===== src/rtl/rau_pkg.sv =====
// rau_pkg: shared codes, state type and controller/datapath interface structs
// for the rational arithmetic unit. No dependencies.
`default_nettype none
package rau_pkg;

    localparam int DATA_W = 32;  // operand ports and result numerator port
    localparam int DEN_W  = 31;  // result denominator port
    localparam int OP_W   = 3;
    localparam int CMP_W  = 2;
    localparam int ST_W   = 2;

    localparam logic [OP_W-1:0] OP_ADD = 3'd0;
    localparam logic [OP_W-1:0] OP_SUB = 3'd1;
    localparam logic [OP_W-1:0] OP_MUL = 3'd2;
    localparam logic [OP_W-1:0] OP_DIV = 3'd3;
    localparam logic [OP_W-1:0] OP_CMP = 3'd4;

    localparam logic [ST_W-1:0] ST_OK   = 2'd0;
    localparam logic [ST_W-1:0] ST_ZERO = 2'd1;
    localparam logic [ST_W-1:0] ST_OVF  = 2'd2;

    localparam logic [CMP_W-1:0] CMP_LT = 2'd0;
    localparam logic [CMP_W-1:0] CMP_EQ = 2'd1;
    localparam logic [CMP_W-1:0] CMP_GT = 2'd2;

    typedef enum logic [1:0] {
        MS_1,
        MS_2,
        MS_3
    } t_mul_sel;

    typedef enum logic [3:0] {
        S_IDLE,
        S_CHECK,
        S_MUL1,
        S_MUL2,
        S_MUL3,
        S_COMBINE,
        S_GCD_INIT,
        S_GCD_SHIFT,
        S_GCD_LOOP,
        S_DIV_INIT,
        S_DIV,
        S_FIN
    } t_state;

    typedef struct packed {
        logic     load;
        logic     mul_en;
        t_mul_sel mul_sel;
        logic     combine;
        logic     gcd_init;
        logic     gcd_shift;
        logic     gcd_step;
        logic     div_init;
        logic     div_step;
        logic     fin;
    } t_cmd;

    typedef struct packed {
        logic fail_early;
        logic is_cmp;
        logic num_zero;
        logic both_even;
        logic gcd_done;
        logic div_last;
        logic out_free;
    } t_stat;

endpackage
`default_nettype wire


===== src/rtl/rau_ctrl.sv =====
// rau_ctrl: sequencing state machine for the rational arithmetic unit.
// Depends on rau_pkg (state enum, command and status structs).
`default_nettype none
module rau_ctrl (
    input  wire logic          i_clk,
    input  wire logic          i_rst_n,
    input  wire logic          i_valid,
    input  wire rau_pkg::t_stat i_stat,
    output rau_pkg::t_cmd      o_cmd,
    output logic               o_busy
);

    rau_pkg::t_state r_state, n_state;

    always_ff @(posedge i_clk) begin
        if (!i_rst_n) begin
            r_state <= rau_pkg::S_IDLE;
        end else begin
            r_state <= n_state;
        end
    end

    always_comb begin
        n_state = r_state;
        o_cmd   = '0;
        o_busy  = (r_state != rau_pkg::S_IDLE);
        unique case (r_state)
            rau_pkg::S_IDLE: begin
                if (i_valid) begin
                    o_cmd.load = 1'b1;
                    n_state    = rau_pkg::S_CHECK;
                end
            end
            rau_pkg::S_CHECK: begin
                n_state = i_stat.fail_early ? rau_pkg::S_FIN : rau_pkg::S_MUL1;
            end
            rau_pkg::S_MUL1: begin
                o_cmd.mul_en  = 1'b1;
                o_cmd.mul_sel = rau_pkg::MS_1;
                n_state       = rau_pkg::S_MUL2;
            end
            rau_pkg::S_MUL2: begin
                o_cmd.mul_en  = 1'b1;
                o_cmd.mul_sel = rau_pkg::MS_2;
                n_state       = rau_pkg::S_MUL3;
            end
            rau_pkg::S_MUL3: begin
                o_cmd.mul_en  = 1'b1;
                o_cmd.mul_sel = rau_pkg::MS_3;
                n_state       = rau_pkg::S_COMBINE;
            end
            rau_pkg::S_COMBINE: begin
                o_cmd.combine = 1'b1;
                n_state       = rau_pkg::S_GCD_INIT;
            end
            rau_pkg::S_GCD_INIT: begin
                // compare and zero results need no reduction
                if (i_stat.is_cmp || i_stat.num_zero) begin
                    n_state = rau_pkg::S_FIN;
                end else begin
                    o_cmd.gcd_init = 1'b1;
                    n_state        = rau_pkg::S_GCD_SHIFT;
                end
            end
            rau_pkg::S_GCD_SHIFT: begin
                if (i_stat.both_even) begin
                    o_cmd.gcd_shift = 1'b1;
                end else begin
                    n_state = rau_pkg::S_GCD_LOOP;
                end
            end
            rau_pkg::S_GCD_LOOP: begin
                if (i_stat.gcd_done) begin
                    n_state = rau_pkg::S_DIV_INIT;
                end else begin
                    o_cmd.gcd_step = 1'b1;
                end
            end
            rau_pkg::S_DIV_INIT: begin
                o_cmd.div_init = 1'b1;
                n_state        = rau_pkg::S_DIV;
            end
            rau_pkg::S_DIV: begin
                o_cmd.div_step = 1'b1;
                if (i_stat.div_last) begin
                    n_state = rau_pkg::S_FIN;
                end
            end
            rau_pkg::S_FIN: begin
                if (i_stat.out_free) begin
                    o_cmd.fin = 1'b1;
                    n_state   = rau_pkg::S_IDLE;
                end
            end
            default: begin
                n_state = rau_pkg::S_IDLE;
            end
        endcase
    end

endmodule
`default_nettype wire


===== config.mk =====
export PLATFORM = sky130hd
export DESIGN_NAME = rau_ctrl
export DESIGN_NICKNAME = d
export VERILOG_FILES = /design/src/rtl/rau_pkg.sv /design/src/rtl/rau_ctrl.sv
export SDC_FILE = /design/constraint.sdc
export NUM_CORES = 1
export LEC_CHECK = 0
export ABC_CLOCK_PERIOD_IN_PS = 1950
export BUFFER_PORTS_ARGS = -buffer_cell sky130_fd_sc_hd__buf_2
export CAP_MARGIN = 20
export CORE_AREA = 5 5 42 44
export DETAILED_ROUTE_END_ITERATION = 8
export DIE_AREA = 0 0 47 49
export HOLD_SLACK_MARGIN = 0.06
export PLACE_DENSITY = 0.69
export SLEW_MARGIN = 10
export SYNTH_ARGS = -nofsm -noshare
export SYNTH_HDL_FRONTEND = slang
export SYNTH_SLANG_ARGS = --single-unit

===== constraint.sdc =====
create_clock -name i_clk -period 1.95 [get_ports i_clk]
set_input_delay 0.0975 -clock i_clk [delete_from_list [all_inputs] [get_ports i_clk]]
set_output_delay 0.0975 -clock i_clk [all_outputs]
set_load 0.05 [all_outputs]

==> reports/metrics.cfg, run 1 <==
[status]
status=finished clean

[floorplan]
dieWidth_um=47
die_area_sq_um=2300
ios=22
num_rows=14
coreArea_sq_um=1400
initial_core_util_pct=30.3
die_y_um=49

[setup_path]
slowest_delay_ns=0.63
criticalPathCategory=reg2out
critPathLaunchType=flop
critPathCaptureType=output port
cp_max_fo=17
cpMaxStageDelayCell=dfxtp_1
path_cells=nand3_1 > nor2_1 > buf_2
arrival_ns=1.62
required_ns=1.85

[global_route]
grt_pass1_wl_um=1920
track_usage_pct=11.0
grt_pass1_vias=453
overflow=0
antenna_found_initial=0
grt_max_degree=18

[route]
drc=0
drt_iter0_markers=9
drtPass1Iterations=4
wire_per_inst_um=12.2
wirelength_um=1160
via_count=510
postRouteAntennaNets=0
vias_per_cell=5.37

[power]
pwr-share-clk_pct=12.8
swShare_pct=57.3
p_leak_uw=0.000261
finalPower_uw=816
internal-power_uw=349
vdd_drop_max_mv=0.597
p_sw_uw=467
p_per_area_nw_per_um2=1480
p_seq_share_pct=26.9
power_frac_comb_pct=60.3

[logic_synthesis]
syn_area_sq_um=424
synthArstFlopShare_pct=0
syn_inst=61
synth-edff-count=0
synth_top_area_share_pct=18.9
synth.largest_area_cell=dfxtp_1
synth.most_common_cell=nor2_1
synthDistinctLibCells=29
ys_warn_count=0
syn_area_per_cell_sq_um=6.95
syn_nets=71
synthTopCellsByCount=nor2_1 (9), nand2_1 (6), a21oi_1 (4), clkbuf_1 (4), dfxtp_1 (4)
seq_area_frac_synth_pct=18.9
yosys-top-cells-area=dfxtp_1 (19%), nor2_1 (8.0%), a211oi_2 (5.9%)
synthFlopType=dfxtp_1
ys_ff_latch=4

[job]
max-cap-violations=0

[timing]
clock_skew_ns=0.00742
worstMarginPinSlew_ns=0.529
slew_viol_final=0
setup_viol=0
fin_hold_ws_ns=0.133
finalHoldViolCount=0
fin_crit_sh_pct=87.9
slew_headroom_pct=64.7
max_freq_mhz=583
rsz0062_at_grt=no
min_period_ns=1.71

[cts]
worstSkewPairLatency_ns=0.24
clockBufferDepth=2
cts_inserted_buffers=3
cts-resized-gates=0
postCtsHoldBufs=0
post_cts.repair.setup_buffers=0
cts_num_sinks=4
ctsRootBufferMaster=clkbuf_4
htree_levels=1
path_clk_slew_ns=0.03
cts_tree=yes

[final_layout]
top_register=r_state
regArea_sq_um=80.1
drive_above_1_share_pct=36.7
syn2layout_area_growth_pct=30.4
final.fill_count=164
stdcell_count=95
largest_reg_flops=4
antennaDiodeCount=0
postLayoutCellArea_sq_um=553
reg_top3=r_state x4
multiInputGateArea_sq_um=318
nNetsFinal=91

[place]
dp.cells=92
io_buffer_count=21
hpwl_um=903
place.gp.congestion=0.742
place_area_sq_um=531

[min_path]
hp-class=in2reg

==> final timing paths <==
check | start | endpoint | slack (ns) | cells past startpoint
hold / removal | i_rst_n | r_state[2] | 0.13 | 2
hold reg to reg | r_state[3] | r_state[0] | 0.78 | 2
setup / recovery | r_state[1] | o_cmd[4] | 0.24 | 3
setup reg to reg | r_state[0] | r_state[3] | 0.37 | 4
==> power groups by stage <==
stage / logic, uW / clock network, uW / registers (uW)
after CTS: 496 / 110 / 216
after floorplan: 507 / 0 / 127
after detailed placement: 495 / 0 / 218
final: 492 / 105 / 219
after global routing: 534 / 121 / 232
after global placement: 494 / 0 / 217
==> layout by cell type (no fill, tap or decap) <==
cell       instances
buf_2             21
nor2_1             9
nand2_1            6
a21oi_1            4
dfxtp_1            4
nand2b_1           3
or3_1              3
clkbuf_4           3
and3_1             2
inv_1              2
nand3_1            2
nand3b_1           2
a211oi_2           2
o21ai_0            2
nor3_1             1
nor4b_2            1
o21a_1             1
nor4_2             1
o31a_1             1
o22ai_1            1
o211a_1            1
a2bb2oi_1          1
a211o_1            1
o2111ai_1          1
and4b_1            1
a211oi_1           1
a41oi_1            1
nor2b_4            1
==> kinds of logic (layout without fill, tap and decap cells) <==
| logic type | Yosys count | after routing | share of synthesized area (%) |
|---|---|---|---|
| AND/OR/NAND/NOR | 32 | 32 | 41.3 |
| AO/OA/AOI/OAI | 17 | 17 | 30.7 |
| buffers and inverters | 8 | 26 | 9.14 |
| flip-flops | 4 | 4 | 18.9 |
==> critical path, delay by kind of cell, from the launching register on <==
family	cells	cell delay (ns)
AND/OR/NAND/NOR	2	0.44
flip-flops	1	0.63
buffers and inverters	1	0.31
==> layer usage <==
layer	global-route usage, %	part of all wire [%]	vias up
met3	4.80	8.3	0
met2	14.7	45	20
met5	0	0	-
met4	2.76	0	0
li1	-	-	262
met1	16.0	46	228
==> through the flow <==
step	setup TNS (ns)	util, %	setup slack, ns
2_1_floorplan	-0.00981	-	-0.00981
3_3_place_gp	0	37.9	0.380
3_5_place_dp	0	37.9	0.374
4_1_cts	0	39.5	0.236
5_1_grt	0	39.5	0.0941
6_report	0	39.5	0.235
==> layout make-up <==
cell class	count	area share, %
Tap cell	16	3.62
Multi-Input combinational cell	49	57.5
Sequential cell	4	14.5
Clock buffer	3	4.07
Inverter	2	1.36
Timing Repair Buffer	21	19.0
Power figures use the tool's default switching activity.
==> run 2: changes to the inputs <==
--- a/config.mk
+++ b/config.mk
@@ -5,6 +5,7 @@
 export SDC_FILE = /design/constraint.sdc
 export NUM_CORES = 1
 export LEC_CHECK = 0
+export ABC_AREA = 1
 export ABC_CLOCK_PERIOD_IN_PS = 1950
 export BUFFER_PORTS_ARGS = -buffer_cell sky130_fd_sc_hd__buf_2
 export CAP_MARGIN = 20
==> run 2 against run 1 <==
Effect of this change:
- routed wire length fell by 2.5%
- synthesized area increased by 1.5%
- utilization increased by 1.8 points
- hold slack got worse by 0.019 ns
- combinational power rose by 26%
- global-route usage is 0.94 points higher
- cell count is 20% higher
- largest cell class unchanged
- highest routed layer is now met4
==> reports/metrics.cfg, run 2 <==
[status]
status=finished clean

[setup_path]
critPathTopFamily=buffers and inverters
criticalPathCategory=reg2out
cpMaxStageDelayCell=dfxtp_1
arrival_ns=1.44
critPathBufInv=3
cp_max_fo=6
reg2reg_from=r_state[3]
slowest_delay_ns=0.45
required_ns=1.85
crit_top_cell=inv_1
critPathLaunchType=flop
critPathCaptureType=output port
path_cells=inv_1 > nor2_1 > nand3_1 > inv_1 > buf_2
crit_path_start=r_state[1]

[place]
hpwl_um=981
dp.cells=111
place.gp.congestion=0.824
io_buffer_count=21

[logic_synthesis]
synth.largest_area_cell=dfxtp_1
ys_warn_count=0
synthDistinctLibCells=18
ys_ff_latch=4
syn_inst=74
syn_nets=84
syn_area_sq_um=430
synthFlopType=dfxtp_1
syn_area_per_cell_sq_um=5.82
synth-edff-count=0
synthTopCellsByCount=inv_1 (14), nand2_1 (12), nor2_1 (12)
synthArstFlopShare_pct=0
seq_area_frac_synth_pct=18.6
synth_top_area_share_pct=18.6
yosys-top-cells-area=dfxtp_1 (19%), inv_1 (12%), nand2_1 (10%)
synth.most_common_cell=inv_1

[power]
pwr-share-clk_pct=11.9
p_per_area_nw_per_um2=1550
internal-power_uw=352
vdd_drop_max_mv=0.575
p_sw_uw=547
p_leak_uw=0.000371
power_frac_comb_pct=69.2
swShare_pct=60.8
p_seq_share_pct=18.9

[final_layout]
drive_above_1_share_pct=42.9
top_register=r_state
multiInputGateArea_sq_um=279
final.fill_count=176
antennaDiodeCount=0
nNetsFinal=110
stdcell_count=114
fin_util_pct=41.3
regArea_sq_um=80.1
syn2layout_area_growth_pct=34.3
final_common_cell=buf_2
reg_top3=r_state x4
layout_common_cells=buf_2 (21), inv_1 (14), nor2_1 (12), nand2_1 (12), nand3_1 (7)
largest_reg_flops=4

[cts]
cts-resized-gates=0
postCtsHoldBufs=0
cts_inserted_buffers=3
worstSkewPairLatency_ns=0.24
cts_num_sinks=4
clockBufferDepth=2
post_cts.repair.setup_buffers=0
ctsRootBufferMaster=clkbuf_4
cts_tree=yes
path_clk_slew_ns=0.04
htree_levels=1

[floorplan]
coreArea_sq_um=1400
initial_core_util_pct=30.7
dieWidth_um=47
ios=22
num_rows=14
die_y_um=49
die_area_sq_um=2300

[timing]
finalHoldViolCount=0
clock_skew_ns=0.00563
rsz0062_at_grt=no
setup_tns_ns=0
fin_crit_sh_pct=78.6
slew_headroom_pct=82.3
setup_viol=0
slew_viol_final=0
worstMarginPinSlew_ns=0.266
min_period_ns=1.53
max_freq_mhz=652

[global_route]
track_usage_pct=12.0
grt_pass1_wl_um=2020
grt_pass1_vias=516
antenna_found_initial=0
overflow=0
grt_max_degree=7

[min_path]
hold_start=i_rst_n
hp-class=in2reg

[route]
drc=0
via_count=508
drtPass1Iterations=4
wirelength_um=1130
drt_iter0_markers=5
vias_per_cell=4.46
postRouteAntennaNets=0
wire_per_inst_um=9.94

[job]
max-cap-violations=0

-- run 2: changes by cell type after synthesis, sizes merged, moves of 2 or more --
cell / before / now
nand2: 6 / 18
nor3: 1 / 3
nand3: 2 / 8
nand3b: 2 / 0
clkbuf: 4 / 0
nand2b: 3 / 0
and3: 2 / 0
inv: 2 / 17
a211oi: 3 / 0
buf: 2 / 0
or3: 3 / 0
nor2: 9 / 18
a21oi: 4 / 1
-- run 2: kinds of logic after synthesis --
kind of cell    after synthesis  share of synthesized area [%]
flops                         4                           18.6
compound gates                5                           6.39
buf+inv                      18                           16.6
simple gates                 47                           58.4
-- run 2: metal layers --
| layer | part of all wire [%] | GRT usage, % | vias up | wire length (um) |
|---|---|---|---|---|
| met1 | 43 | 14.8 | 216 | 483 |
| met4 | 2.0 | 6.91 | 0 | 23 |
| met5 | 0 | 0 | - | 0 |
| met2 | 48 | 18.6 | 18 | 547 |
| li1 | - | - | 272 | - |
| met3 | 7.0 | 2.21 | 2 | 79 |
-- run 2: worst paths after layout --
check               end  slack (ns)  depth (start not counted)
min reg2reg  r_state[3]        0.55                          2
min          r_state[3]        0.11                          3
max reg2reg  r_state[1]        0.67                          9
max            o_cmd[5]        0.42                          5
-- run 2: final cells by class --
cell class	count	share of cell area, %
inverters	18	12.3
repair buffers	21	18.2
clock buffers	3	3.90
multi-input cells	52	48.3
flip-flops and latches	4	13.9
well taps	16	3.46
-- run 2: worst register-to-register path, stage by stage, from the launching register on --
cell and delay (ns):
dfxtp_1 0.38, inv_2 0.08, nand2_4 0.09, clkinv_2 0.09, nand3_2 0.09, nand2_2 0.07, nor2_4 0.12, nand2_2 0.08
nor2_1 0.13, nor2_2 0.05
-- run 2: stage by stage --
step           setup WS (ns)  total power, uW  hold WS (ns)  instance area [sq um]
2_1_floorplan          0.147              670         0.218                    430
3_3_place_gp           0.681              789         0.358                    556
3_5_place_dp           0.656              796         0.359                    556
4_1_cts                0.383              908         0.108                    578
5_1_grt                0.256              986         0.127                    578
6_report               0.417              899         0.114                    578
-- run 2: power by group through the flow --
| stage | registers, uW | logic (uW) | clock network (uW) |
|---|---|---|---|
| 2_1_floorplan | 163 | 507 | 0 |
| 3_3_place_gp | 170 | 618 | 0 |
| 6_report | 169 | 622 | 107 |
| 4_1_cts | 170 | 627 | 111 |
| 3_5_place_dp | 171 | 624 | 0 |
| 5_1_grt | 176 | 690 | 120 |
